--- src/rtl/ttm_pkg.sv ---
package ttm_pkg;

    localparam int DEF_DATA_WIDTH = 16;
    localparam int SLOPE_W = 33;     // signed slope, magnitude up to 2^31
    localparam int NUM_W = 18;       // signed slope numerator
    localparam int VAL_W = 20;       // signed curve values
    localparam int FRAC = 15;
    localparam int IN_TDATA_W = 40;
    localparam int OUT_TDATA_W = 16;

    typedef enum logic [2:0] {
        REG_TAPER   = 3'd0,
        REG_SOFTEN  = 3'd1,
        REG_BRAKE   = 3'd2,
        REG_CREEP   = 3'd3,
        REG_RST_FWD = 3'd4,
        REG_RST_BWD = 3'd5,
        REG_DRIVE   = 3'd6,
        REG_REGEN   = 3'd7
    } reg_idx_t;

    typedef enum logic [1:0] {
        DIR_NEUTRAL  = 2'd0,
        DIR_FORWARD  = 2'd1,
        DIR_BACKWARD = 2'd2,
        DIR_UNUSED   = 2'd3
    } dir_t;

    // slope table entries, one division each
    typedef enum logic [2:0] {
        SLP_BRAKE = 3'd0,   // (brake + creep) / taper
        SLP_FWD0  = 3'd1,   // (creep - restraint_fwd) / taper
        SLP_BWD0  = 3'd2,   // (creep - restraint_bwd) / taper
        SLP_FWD1  = 3'd3,   // (drive - mid) / soften
        SLP_BWD1  = 3'd4    // (mid - regen) / soften
    } slp_t;

endpackage

--- src/rtl/throttle_torque_map.sv ---
// throttle_torque_map: torque command from gear direction, speed and throttle
//
// s_ channel carries one request per item, m_ channel one torque per item.
// cfg channel writes the eight curve registers by index; it is always ready.
// After reset and after every cfg write a shared restoring divider works out
// the five curve slopes, one quotient bit per cycle with a load step before
// and a store step after each slope; s_tready is low while it works.
// Registers restore their reset values at once.
// Five register stages (decode, slope multiply, curve sum, throttle
// multiply, blend/output register).
// Throughput: one item per cycle while neither stalled nor computing slopes;
// the multipliers set the stage depth.
// When the receiver holds m_tready low while m_tvalid is high, the whole
// pipeline freezes in place and s_tready drops; nothing is lost or repeated.
// aresetn is synchronous, active low, and empties the pipeline.
module throttle_torque_map
    import ttm_pkg::*;
#(
    parameter int DATA_WIDTH = DEF_DATA_WIDTH
) (
    input  logic                   aclk,
    input  logic                   aresetn,
    input  logic                   s_tvalid,
    output logic                   s_tready,
    // [1:0] direction, [17:2] speed, [33:18] throttle
    input  logic [IN_TDATA_W-1:0]  s_tdata,
    output logic                   m_tvalid,
    input  logic                   m_tready,
    // [15:0] torque_out
    output logic [OUT_TDATA_W-1:0] m_tdata,
    input  logic                   cfg_valid,
    output logic                   cfg_ready,
    input  logic [2:0]             cfg_addr,
    input  logic [15:0]            cfg_data
);

    // configuration registers
    logic [14:0] taper_reg, soften_reg, brake_reg, creep_reg;
    logic signed [15:0] rfwd_reg, rbwd_reg, drive_reg, regen_reg;
    logic cfg_we;

    assign cfg_ready = 1'b1;
    assign cfg_we = cfg_valid & cfg_ready;

    always_ff @(posedge aclk) begin
        if (!aresetn) begin
            taper_reg  <= 15'd1000;
            soften_reg <= 15'd500;
            brake_reg  <= '0;
            creep_reg  <= '0;
            rfwd_reg   <= '0;
            rbwd_reg   <= '0;
            drive_reg  <= '0;
            regen_reg  <= '0;
        end else if (cfg_we) begin
            unique case (reg_idx_t'(cfg_addr))
                REG_TAPER:   taper_reg  <= cfg_data[14:0];
                REG_SOFTEN:  soften_reg <= cfg_data[14:0];
                REG_BRAKE:   brake_reg  <= cfg_data[14:0];
                REG_CREEP:   creep_reg  <= cfg_data[14:0];
                REG_RST_FWD: rfwd_reg   <= cfg_data;
                REG_RST_BWD: rbwd_reg   <= cfg_data;
                REG_DRIVE:   drive_reg  <= cfg_data;
                REG_REGEN:   regen_reg  <= cfg_data;
                default: ;
            endcase
        end
    end

    // midpoint of the full-throttle limits, floor of the half sum
    logic signed [16:0] lim_sum;
    logic signed [16:0] mid;
    assign lim_sum = 17'(drive_reg) + 17'(regen_reg);
    assign mid = lim_sum >>> 1;

    // slope divider: restarts on reset and on every cfg write
    logic busy_reg;
    logic [2:0] job_reg;
    logic [5:0] bit_reg;
    logic [31:0] dnum_reg;
    logic [15:0] rem_reg;
    logic [31:0] quo_reg;
    logic neg_reg;
    logic [14:0] dden_reg;
    logic signed [SLOPE_W-1:0] slope_reg [5];

    logic signed [NUM_W-1:0] job_num;
    logic [14:0] job_den;
    logic [NUM_W-1:0] job_mag;
    logic [15:0] rem_shift;
    logic rem_ge;
    logic [SLOPE_W-1:0] quo_ext;

    always_comb begin
        unique case (slp_t'(job_reg))
            SLP_BRAKE: begin
                job_num = NUM_W'({1'b0, brake_reg}) + NUM_W'({1'b0, creep_reg});
                job_den = taper_reg;
            end
            SLP_FWD0: begin
                job_num = NUM_W'({1'b0, creep_reg}) - NUM_W'(rfwd_reg);
                job_den = taper_reg;
            end
            SLP_BWD0: begin
                job_num = NUM_W'({1'b0, creep_reg}) - NUM_W'(rbwd_reg);
                job_den = taper_reg;
            end
            SLP_FWD1: begin
                job_num = NUM_W'(drive_reg) - NUM_W'(mid);
                job_den = soften_reg;
            end
            SLP_BWD1: begin
                job_num = NUM_W'(mid) - NUM_W'(regen_reg);
                job_den = soften_reg;
            end
            default: begin
                job_num = '0;
                job_den = '0;
            end
        endcase
        job_mag = job_num[NUM_W-1] ? NUM_W'(-job_num) : NUM_W'(job_num);
        rem_shift = {rem_reg[14:0], dnum_reg[31]};
        rem_ge = (dden_reg != 15'd0) && (rem_shift >= {1'b0, dden_reg});
        quo_ext = {1'b0, quo_reg};
    end

    always_ff @(posedge aclk) begin
        if (!aresetn || cfg_we) begin
            busy_reg <= 1'b1;
            job_reg  <= SLP_BRAKE;
            bit_reg  <= '0;
        end else if (busy_reg) begin
            if (bit_reg == 6'd0) begin
                // load the next division
                dnum_reg <= {job_mag[16:0], 15'd0};
                dden_reg <= job_den;
                neg_reg  <= job_num[NUM_W-1];
                rem_reg  <= '0;
                quo_reg  <= '0;
                bit_reg  <= 6'd1;
            end else if (bit_reg <= 6'd32) begin
                dnum_reg <= {dnum_reg[30:0], 1'b0};
                rem_reg  <= rem_ge ? (rem_shift - {1'b0, dden_reg}) : rem_shift;
                quo_reg  <= {quo_reg[30:0], rem_ge};
                bit_reg  <= bit_reg + 6'd1;
            end else begin
                // store signed quotient, truncated toward zero
                slope_reg[job_reg] <= neg_reg ? -$signed(quo_ext) : $signed(quo_ext);
                bit_reg <= '0;
                if (job_reg == SLP_BWD1) begin
                    busy_reg <= 1'b0;
                end else begin
                    job_reg <= job_reg + 3'd1;
                end
            end
        end
    end

    // pipeline advance
    logic en;
    logic v1_reg, v2_reg, v3_reg, v4_reg, v5_reg;

    assign en = !v5_reg || m_tready;
    assign s_tready = !busy_reg && en;

    // stage 1: region decode
    logic [1:0] in_dir;
    logic signed [15:0] in_spd;
    logic [15:0] in_thr;
    logic signed [16:0] s17, nt17, rs17;
    logic signed [SLOPE_W-1:0] k0, k1;
    logic signed [VAL_W-1:0] c0, c1;
    logic r_pos, r_neg, r_hi, band, above;

    assign in_dir = s_tdata[1:0];
    assign in_spd = s_tdata[17:2];
    assign in_thr = s_tdata[33:18];

    always_comb begin
        s17  = 17'(in_spd);
        nt17 = $signed({2'b00, taper_reg});
        rs17 = $signed({2'b00, soften_reg});
        r_pos = (s17 >= 17'sd0) && (s17 < nt17);
        r_neg = (s17 < 17'sd0) && (s17 >= -nt17);
        r_hi  = (s17 >= nt17);
        band  = (s17 >= -rs17) && (s17 <= rs17);
        above = (s17 > rs17);
        k0 = '0;
        k1 = '0;
        c0 = '0;
        c1 = '0;
        unique case (dir_t'(in_dir))
            DIR_FORWARD: begin
                if (r_pos) begin
                    k0 = -slope_reg[SLP_BRAKE];
                    c0 = VAL_W'($signed({1'b0, creep_reg}));
                end else if (r_neg) begin
                    k0 = slope_reg[SLP_FWD0];
                    c0 = VAL_W'($signed({1'b0, creep_reg}));
                end else if (r_hi) begin
                    c0 = -VAL_W'($signed({1'b0, brake_reg}));
                end else begin
                    c0 = VAL_W'(rfwd_reg);
                end
                if (band) begin
                    k1 = slope_reg[SLP_FWD1];
                    c1 = VAL_W'(mid);
                end else if (above) begin
                    c1 = VAL_W'(drive_reg);
                end else begin
                    c1 = VAL_W'(regen_reg);
                end
            end
            DIR_BACKWARD: begin
                if (r_pos) begin
                    k0 = slope_reg[SLP_BWD0];
                    c0 = -VAL_W'($signed({1'b0, creep_reg}));
                end else if (r_neg) begin
                    k0 = -slope_reg[SLP_BRAKE];
                    c0 = -VAL_W'($signed({1'b0, creep_reg}));
                end else if (r_hi) begin
                    c0 = -VAL_W'(rbwd_reg);
                end else begin
                    c0 = VAL_W'($signed({1'b0, brake_reg}));
                end
                if (band) begin
                    k1 = slope_reg[SLP_BWD1];
                    c1 = -VAL_W'(mid);
                end else if (above) begin
                    c1 = -VAL_W'(regen_reg);
                end else begin
                    c1 = -VAL_W'(drive_reg);
                end
            end
            default: ;
        endcase
    end

    logic signed [SLOPE_W-1:0] k0_reg, k1_reg;
    logic signed [VAL_W-1:0] c0_1_reg, c1_1_reg, c0_2_reg, c1_2_reg;
    logic signed [15:0] spd1_reg;
    logic [15:0] thr1_reg, thr2_reg, thr3_reg;
    logic signed [SLOPE_W+15:0] p0_reg, p1_reg;
    logic signed [VAL_W-1:0] y0_3_reg, y0_4_reg;
    logic signed [VAL_W:0] diff_reg;
    logic signed [VAL_W+17:0] m_reg;
    logic [OUT_TDATA_W-1:0] out_reg;

    logic signed [SLOPE_W+15:0] p0_sh, p1_sh;
    logic signed [VAL_W-1:0] y0_c, y1_c;
    logic signed [VAL_W+17:0] m_sh;
    logic signed [VAL_W-1:0] t_c;
    logic [OUT_TDATA_W-1:0] out_c;

    always_comb begin
        // curve values and blend
        p0_sh = p0_reg >>> FRAC;
        p1_sh = p1_reg >>> FRAC;
        y0_c = VAL_W'(p0_sh) + c0_2_reg;
        y1_c = VAL_W'(p1_sh) + c1_2_reg;
        m_sh = m_reg >>> FRAC;
        t_c = VAL_W'(m_sh) + y0_4_reg;
        // keep the low DATA_WIDTH bits
        for (int i = 0; i < OUT_TDATA_W; i++) begin
            out_c[i] = (i < DATA_WIDTH) ? t_c[i] : 1'b0;
        end
    end

    // valid bits
    always_ff @(posedge aclk) begin
        if (!aresetn) begin
            v1_reg <= 1'b0;
            v2_reg <= 1'b0;
            v3_reg <= 1'b0;
            v4_reg <= 1'b0;
            v5_reg <= 1'b0;
        end else if (en) begin
            v1_reg <= s_tvalid && s_tready;
            v2_reg <= v1_reg;
            v3_reg <= v2_reg;
            v4_reg <= v3_reg;
            v5_reg <= v4_reg;
        end
    end

    // payload stages
    always_ff @(posedge aclk) begin
        if (en) begin
            k0_reg   <= k0;
            k1_reg   <= k1;
            c0_1_reg <= c0;
            c1_1_reg <= c1;
            spd1_reg <= in_spd;
            thr1_reg <= in_thr;
            p0_reg   <= k0_reg * spd1_reg;
            p1_reg   <= k1_reg * spd1_reg;
            c0_2_reg <= c0_1_reg;
            c1_2_reg <= c1_1_reg;
            thr2_reg <= thr1_reg;
            y0_3_reg <= y0_c;
            diff_reg <= (VAL_W+1)'(y1_c) - (VAL_W+1)'(y0_c);
            thr3_reg <= thr2_reg;
            m_reg    <= diff_reg * $signed({1'b0, thr3_reg});
            y0_4_reg <= y0_3_reg;
            out_reg  <= out_c;
        end
    end

    assign m_tvalid = v5_reg;
    assign m_tdata = out_reg;

`ifndef SYNTHESIS
    a_no_accept_busy: assert property (@(posedge aclk) disable iff (!aresetn)
        busy_reg |-> !s_tready)
        else $error("item accepted while slopes are computed");
    a_cfg_restarts: assert property (@(posedge aclk) disable iff (!aresetn)
        cfg_we |=> busy_reg && job_reg == SLP_BRAKE)
        else $error("cfg write did not restart slope computation");
    a_job_range: assert property (@(posedge aclk) disable iff (!aresetn)
        job_reg <= SLP_BWD1)
        else $error("slope job out of range");
    a_stall_hold: assert property (@(posedge aclk) disable iff (!aresetn)
        (v5_reg && !m_tready) |=> v5_reg && $stable(out_reg))
        else $error("stalled output changed");
`endif

endmodule

--- config.mk ---
export PLATFORM = sky130hd
export DESIGN_NAME = throttle_torque_map
export DESIGN_NICKNAME = d
export VERILOG_FILES = /design/src/rtl/ttm_pkg.sv /design/src/rtl/throttle_torque_map.sv
export SDC_FILE = /design/constraint.sdc
export NUM_CORES = 2
export LEC_CHECK = 0
export BUFFER_PORTS_ARGS = -buffer_cell sky130_fd_sc_hd__buf_2
export CAP_MARGIN = 0
export CORE_ASPECT_RATIO = 1.75
export CORE_MARGIN = 3
export CORE_UTILIZATION = 50
export CTS_BUF_LIST = sky130_fd_sc_hd__clkbuf_8
export DETAILED_ROUTE_END_ITERATION = 10
export GPL_ROUTABILITY_DRIVEN = 0
export PLACE_DENSITY = 0.65
export SYNTH_ARGS = -nofsm -noshare
export SYNTH_HDL_FRONTEND = slang
export SYNTH_SLANG_ARGS = --single-unit
--- constraint.sdc ---
create_clock -name aclk -period 13.7 [get_ports aclk]
set_clock_uncertainty 0.2 [all_clocks]
set_input_delay 2.055 -clock aclk [delete_from_list [all_inputs] [get_ports aclk]]
set_output_delay 2.055 -clock aclk [all_outputs]
set_load 0.02 [all_outputs]
---- Word level (Yosys, flattened, before mapping) ----
Memories as Yosys holds them, arrays and structs flattened.
Index checks and enable logic that the tools add are counted.
word-level totals
  bits in writable memories ............... 165
  input port bits ......................... 64
  bits in registers ....................... 613
  memories kept ........................... 1
  output and inout port bits .............. 19
cells by class
  equal/unequal tests ..................... 13
  reduce and logical (&&, ||, !) cells .... 29
  mux-type cells .......................... 40
  multiply operators ...................... 3
  order comparisons ....................... 10
  bitwise operators ....................... 4
  add/sub/neg operators ................... 24
memories
  memory     words  width  rd ports  clocked after Yosys merged registers in  wr ports  RTL line                   RTL
  slope_reg  5      33     5         0                                        1         throttle_torque_map.sv:85  logic signed [SLOPE_W-1:0] slope_reg [5];
operators with widths
  operator          count
  $mux 33           7
  $mux 20           10
  $pmux 33 s2       2
  $mux 32           3
  $pmux 18 s5       1
  $neg 16->20       4
  $pmux 20 s2       2
  $mul 33x16->35    2
  $sub 16x16->17    4
  $add 20x20->20    2
  $neg 15->20       2
  $ge 16x17->1      2
  $neg 15->17       2
  $neg 32->33       1
  $neg 33->33       1
  $mul 21x17->31    1
  $mux 15           2
  $pmux 15 s2       1
  $sub 20x20->21    1
  $add 16x16->17    1
  $mux 17           1
  $neg 17->17       1
  $add 15x15->16    1
  $add 16x16->16    1
  other kinds (31)  68

---- Depth between registers and ports, before layout ----
  depth in word-level cells ............... 6
  mapped depth ............................ 27

---- Worst setup path before layout ----
OpenSTA, ideal clock, no wires.
  path type ............................... input -> register
  start ................................... input port m_tready
  end ..................................... register c0_1_reg[0], enable pin
  arrival time ............................ 8.734 ns
  path buffers ............................ 1
  data required time ...................... 12.817 ns
  slack ................................... 4.083 ns
  stages .................................. 3
  library setup time ...................... 0.683 ns
  path through ............................ nor2b_1 > clkbuf_1 > inv_1
between the ends
  longest elaborated chain between the ends .. 1
ends and longest elaborated chain
  what                  RTL line                    RTL
  start, declared       throttle_torque_map.sv:28   input logic m_tready,
  $logic_or 1x1->1      throttle_torque_map.sv:163  assign en = !v5_reg || m_tready;
  end signal, assigned  throttle_torque_map.sv:291  c0_1_reg <= c0;
  end, declared         throttle_torque_map.sv:240  logic signed [VAL_W-1:0] c0_1_reg, c1_1_reg, c0_2_reg, c1_2_reg;
Every way passes these cells.
A chain may end at the register's enable or synchronous reset.

---- Worst setup path in the final report ----
  start ................................... register spd1_reg[15]
  end ..................................... register p1_reg[34], data pin
between the ends
  longest elaborated chain between the ends .. 1
ends and longest elaborated chain
  what                    RTL line                    RTL
  start, declared         throttle_torque_map.sv:241  logic signed [15:0] spd1_reg;
  start signal, assigned  throttle_torque_map.sv:293  spd1_reg <= in_spd;
  $mul 33x16->35          throttle_torque_map.sv:296  p1_reg <= k1_reg * spd1_reg;
  end signal, assigned    throttle_torque_map.sv:296
  end, declared           throttle_torque_map.sv:243  logic signed [SLOPE_W+15:0] p0_reg, p1_reg;
Every way passes these cells.

==> results.sh <==
export IMPL_synth_cell_area_sq_um=75950
export IMPL_wl_per_cell_um=20.69
export IMPL_finalSetupViolations=0
export IMPL_rsz0062_at_grt="false"
export IMPL_min_period_over_period=0.6089
export IMPL_clkLatencyLatePin_ns=0.86
export IMPL_critical_path_class="flip-flop to flip-flop"
export IMPL_cts_sinks=719
export IMPL_hold_viol=0
export IMPL_via_per_inst=5.602
export IMPL_grt_start_max_net_pins=91
export IMPL_synthToLayoutAreaGrowth_pct=5.906
export IMPL_cap_violations=0
export IMPL_grt_pass1_vias=59380
export IMPL_synth_edf_count=580
export IMPL_synth_compound_area_frac=0.08776
export IMPL_ys_flop_type="edfxtp_1"
export IMPL_cp_arrival_ns=8.74
export IMPL_slew_headroom=0.1474
export IMPL_muxShareOfSynthArea=0.01395
export IMPL_hold_class="flip-flop to flip-flop"
export IMPL_cts_setup_buffers=0
export IMPL_cts_resized=0
export IMPL_track_usage=0.2657
export IMPL_vias=55450
export IMPL_syn_instance_count=7911
export IMPL_tightest_slew_ns=1.274
export IMPL_postCtsHoldBufs=0
export IMPL_cts_tree="built"
export IMPL_synthArstFlopShare=0
export IMPL_fillerInstances=13520
export IMPL_antenna_found_initial=6
export IMPL_start_util=0.5053
export IMPL_synth_adder_area_share=0.3417
export IMPL_clock_fmax_ghz=0.1199
export IMPL_synth_xor_area_frac=0.04682
export IMPL_dr_pass1_iters=6
export IMPL_root_buffer="clkbuf_8"
export IMPL_port_buffers=75
export IMPL_final_cell_mix="1435 x inv_1, 1108 x nand2_1, 976 x fa_1, 580 x edfxtp_1, 511 x and2_1"
export IMPL_synth_avg_cell_area_sq_um=9.600
export IMPL_layout_commonest_cell="inv_1"
export IMPL_tns_ns=0
export IMPL_cts_buffers_inserted=112
export IMPL_dp_hpwl_um=157700
export IMPL_fin_crit_ns=8.343
export IMPL_grt_pass1_wl_um=322000
export IMPL_drcViolationCount=0
export IMPL_dieArea_sq_um=156800
export IMPL_ys_ff_latch=719
export IMPL_htreeDepth=3
export IMPL_synth_top_family_by_area="adder cells"
export IMPL_grt_ovfl_total=0
export IMPL_final_nets=9361
export IMPL_clk_pin_slew_worst_paths_ns=0.07
export IMPL_seq_area_frac_synth=0.2660
export IMPL_synth_cell_types=98
export IMPL_die_w_um=300.6
export IMPL_syn_nets=9463
export IMPL_end_kind="flip-flop"
export IMPL_worst_setup_path_start_kind="flip-flop"
export IMPL_yosys_warnings=0
export IMPL_totalWireLength_um=204800
export IMPL_route_antenna_remaining_nets=0
export IMPL_outcome="finished clean"
export IMPL_io_pins=83
export IMPL_fp_dieH_um=521.6
export IMPL_required_ns=14.10
export IMPL_core_sq_um=150300
export IMPL_max_clock_path_buffers=3
export IMPL_slew_violations=0
export IMPL_synth_simple_area_share=0.1551
export IMPL_drive_gt1_frac=0.05227
export IMPL_largest_register_ffs=165
export IMPL_drt_iter0_drc=3059
export IMPL_num_rows=188
export IMPL_path_max_fanout=16
[worst max-delay path: stages (launching register included)]
cell and delay (ns):
edfxtp_1 0.40, buf_4 0.25, inv_1 0.54, buf_4 0.41, nor2_1 0.10, fa_1 0.53, fa_1 0.45, fa_1 0.54
fa_1 0.46, fa_1 0.50, inv_1 0.08, fa_1 0.48, inv_1 0.04, ha_1 0.32, a21o_1 0.17, a21o_1 0.17
a21o_1 0.17, a21oi_1 0.14, o21ai_0 0.11, o41ai_1 0.90, o211a_1 0.29, or3_1 0.11, a21boi_0 0.13, o21a_1 0.22
nor2_1 0.11, xnor2_1 0.26
[Yosys cell counts (all sizes together) (48+ instances only)]
cell,count,area share
a21boi,135,0.013
a21o,63,0.0063
a21oi,148,0.0098
a22oi,80,0.0079
and2,513,0.042
clkbuf,332,0.017
dfxtp,139,0.037
edfxtp,580,0.23
fa,976,0.26
ha,512,0.084
inv,1419,0.070
mux2i,68,0.0090
nand2,1110,0.055
nand2b,61,0.0050
nand3,69,0.0045
nor2,297,0.015
nor2b,54,0.0044
nor3,138,0.0092
o21a,48,0.0047
o21ai,172,0.011
xnor2,311,0.036
xor2,95,0.011
[stage by stage]
stage	cell area [sq um]	utilization	setup slack, ns	hold WS, ns	cells
floorplan	75950	-	4.083	0.2003	7911
global placement	78020	0.5190	5.427	0.2010	9690
detailed placement	78020	0.5190	5.328	0.2045	9690
CTS	80430	0.5351	5.338	0.2002	9897
global route	80430	0.5351	5.090	0.2232	9898
finish	80430	0.5351	5.357	0.2085	9898
[per-layer routing]
metal / vias to the layer above / global-route usage / part of all wire
met5: - / 0 / 0
met4: 0 / 0.2127 / 0.093
met3: 742 / 0.03201 / 0.046
met2: 1793 / 0.4894 / 0.53
met1: 27750 / 0.2681 / 0.33
li1: 25160 / - / -
[cells by family (layout without fill, tap and decap cells)]
logic type                 after synthesis  after routing
AOI/OAI and AO/OA                      964            964
xor gates and xnor gates               406            406
adders and majority gates             1489           1489
buffers and inverters                 1775           1766
DFF                                    719            719
muxes                                  101            101
other                                    1              2
and+or+nand+nor                       2456           2456
[worst paths after layout]
check	startpoint	to	slack, ns	depth (start not counted)
worst min-delay path	c0_1_reg[15]$_DFFE_PN_	c0_2_reg[15]$_DFFE_PN_	0.21	0
worst min register to register	c0_1_reg[15]$_DFFE_PN_	c0_2_reg[15]$_DFFE_PN_	0.21	0
worst max register to register	spd1_reg[15]$_DFFE_PN_	p1_reg[34]$_DFFE_PN_	5.36	25
worst max-delay path	spd1_reg[15]$_DFFE_PN_	p1_reg[34]$_DFFE_PN_	5.36	25
[layout make-up]
class | instances | area (sq um) | share of cell area
inverter | 1419 | 5334 | 0.06631
tap | 1995 | 2496 | 0.03103
timing repair buffer | 140 | 863.3 | 0.01073
antenna | 1 | 2.502 | 0.00003111
multi-input combinational | 5417 | 49120 | 0.6107
clock buffer | 119 | 1638 | 0.02036
clock inverter | 88 | 777.0 | 0.009660
sequential | 719 | 20200 | 0.2511
Power is not shown: default switching activity piles up to over one toggle a cycle in this logic, so the estimate is an artifact.
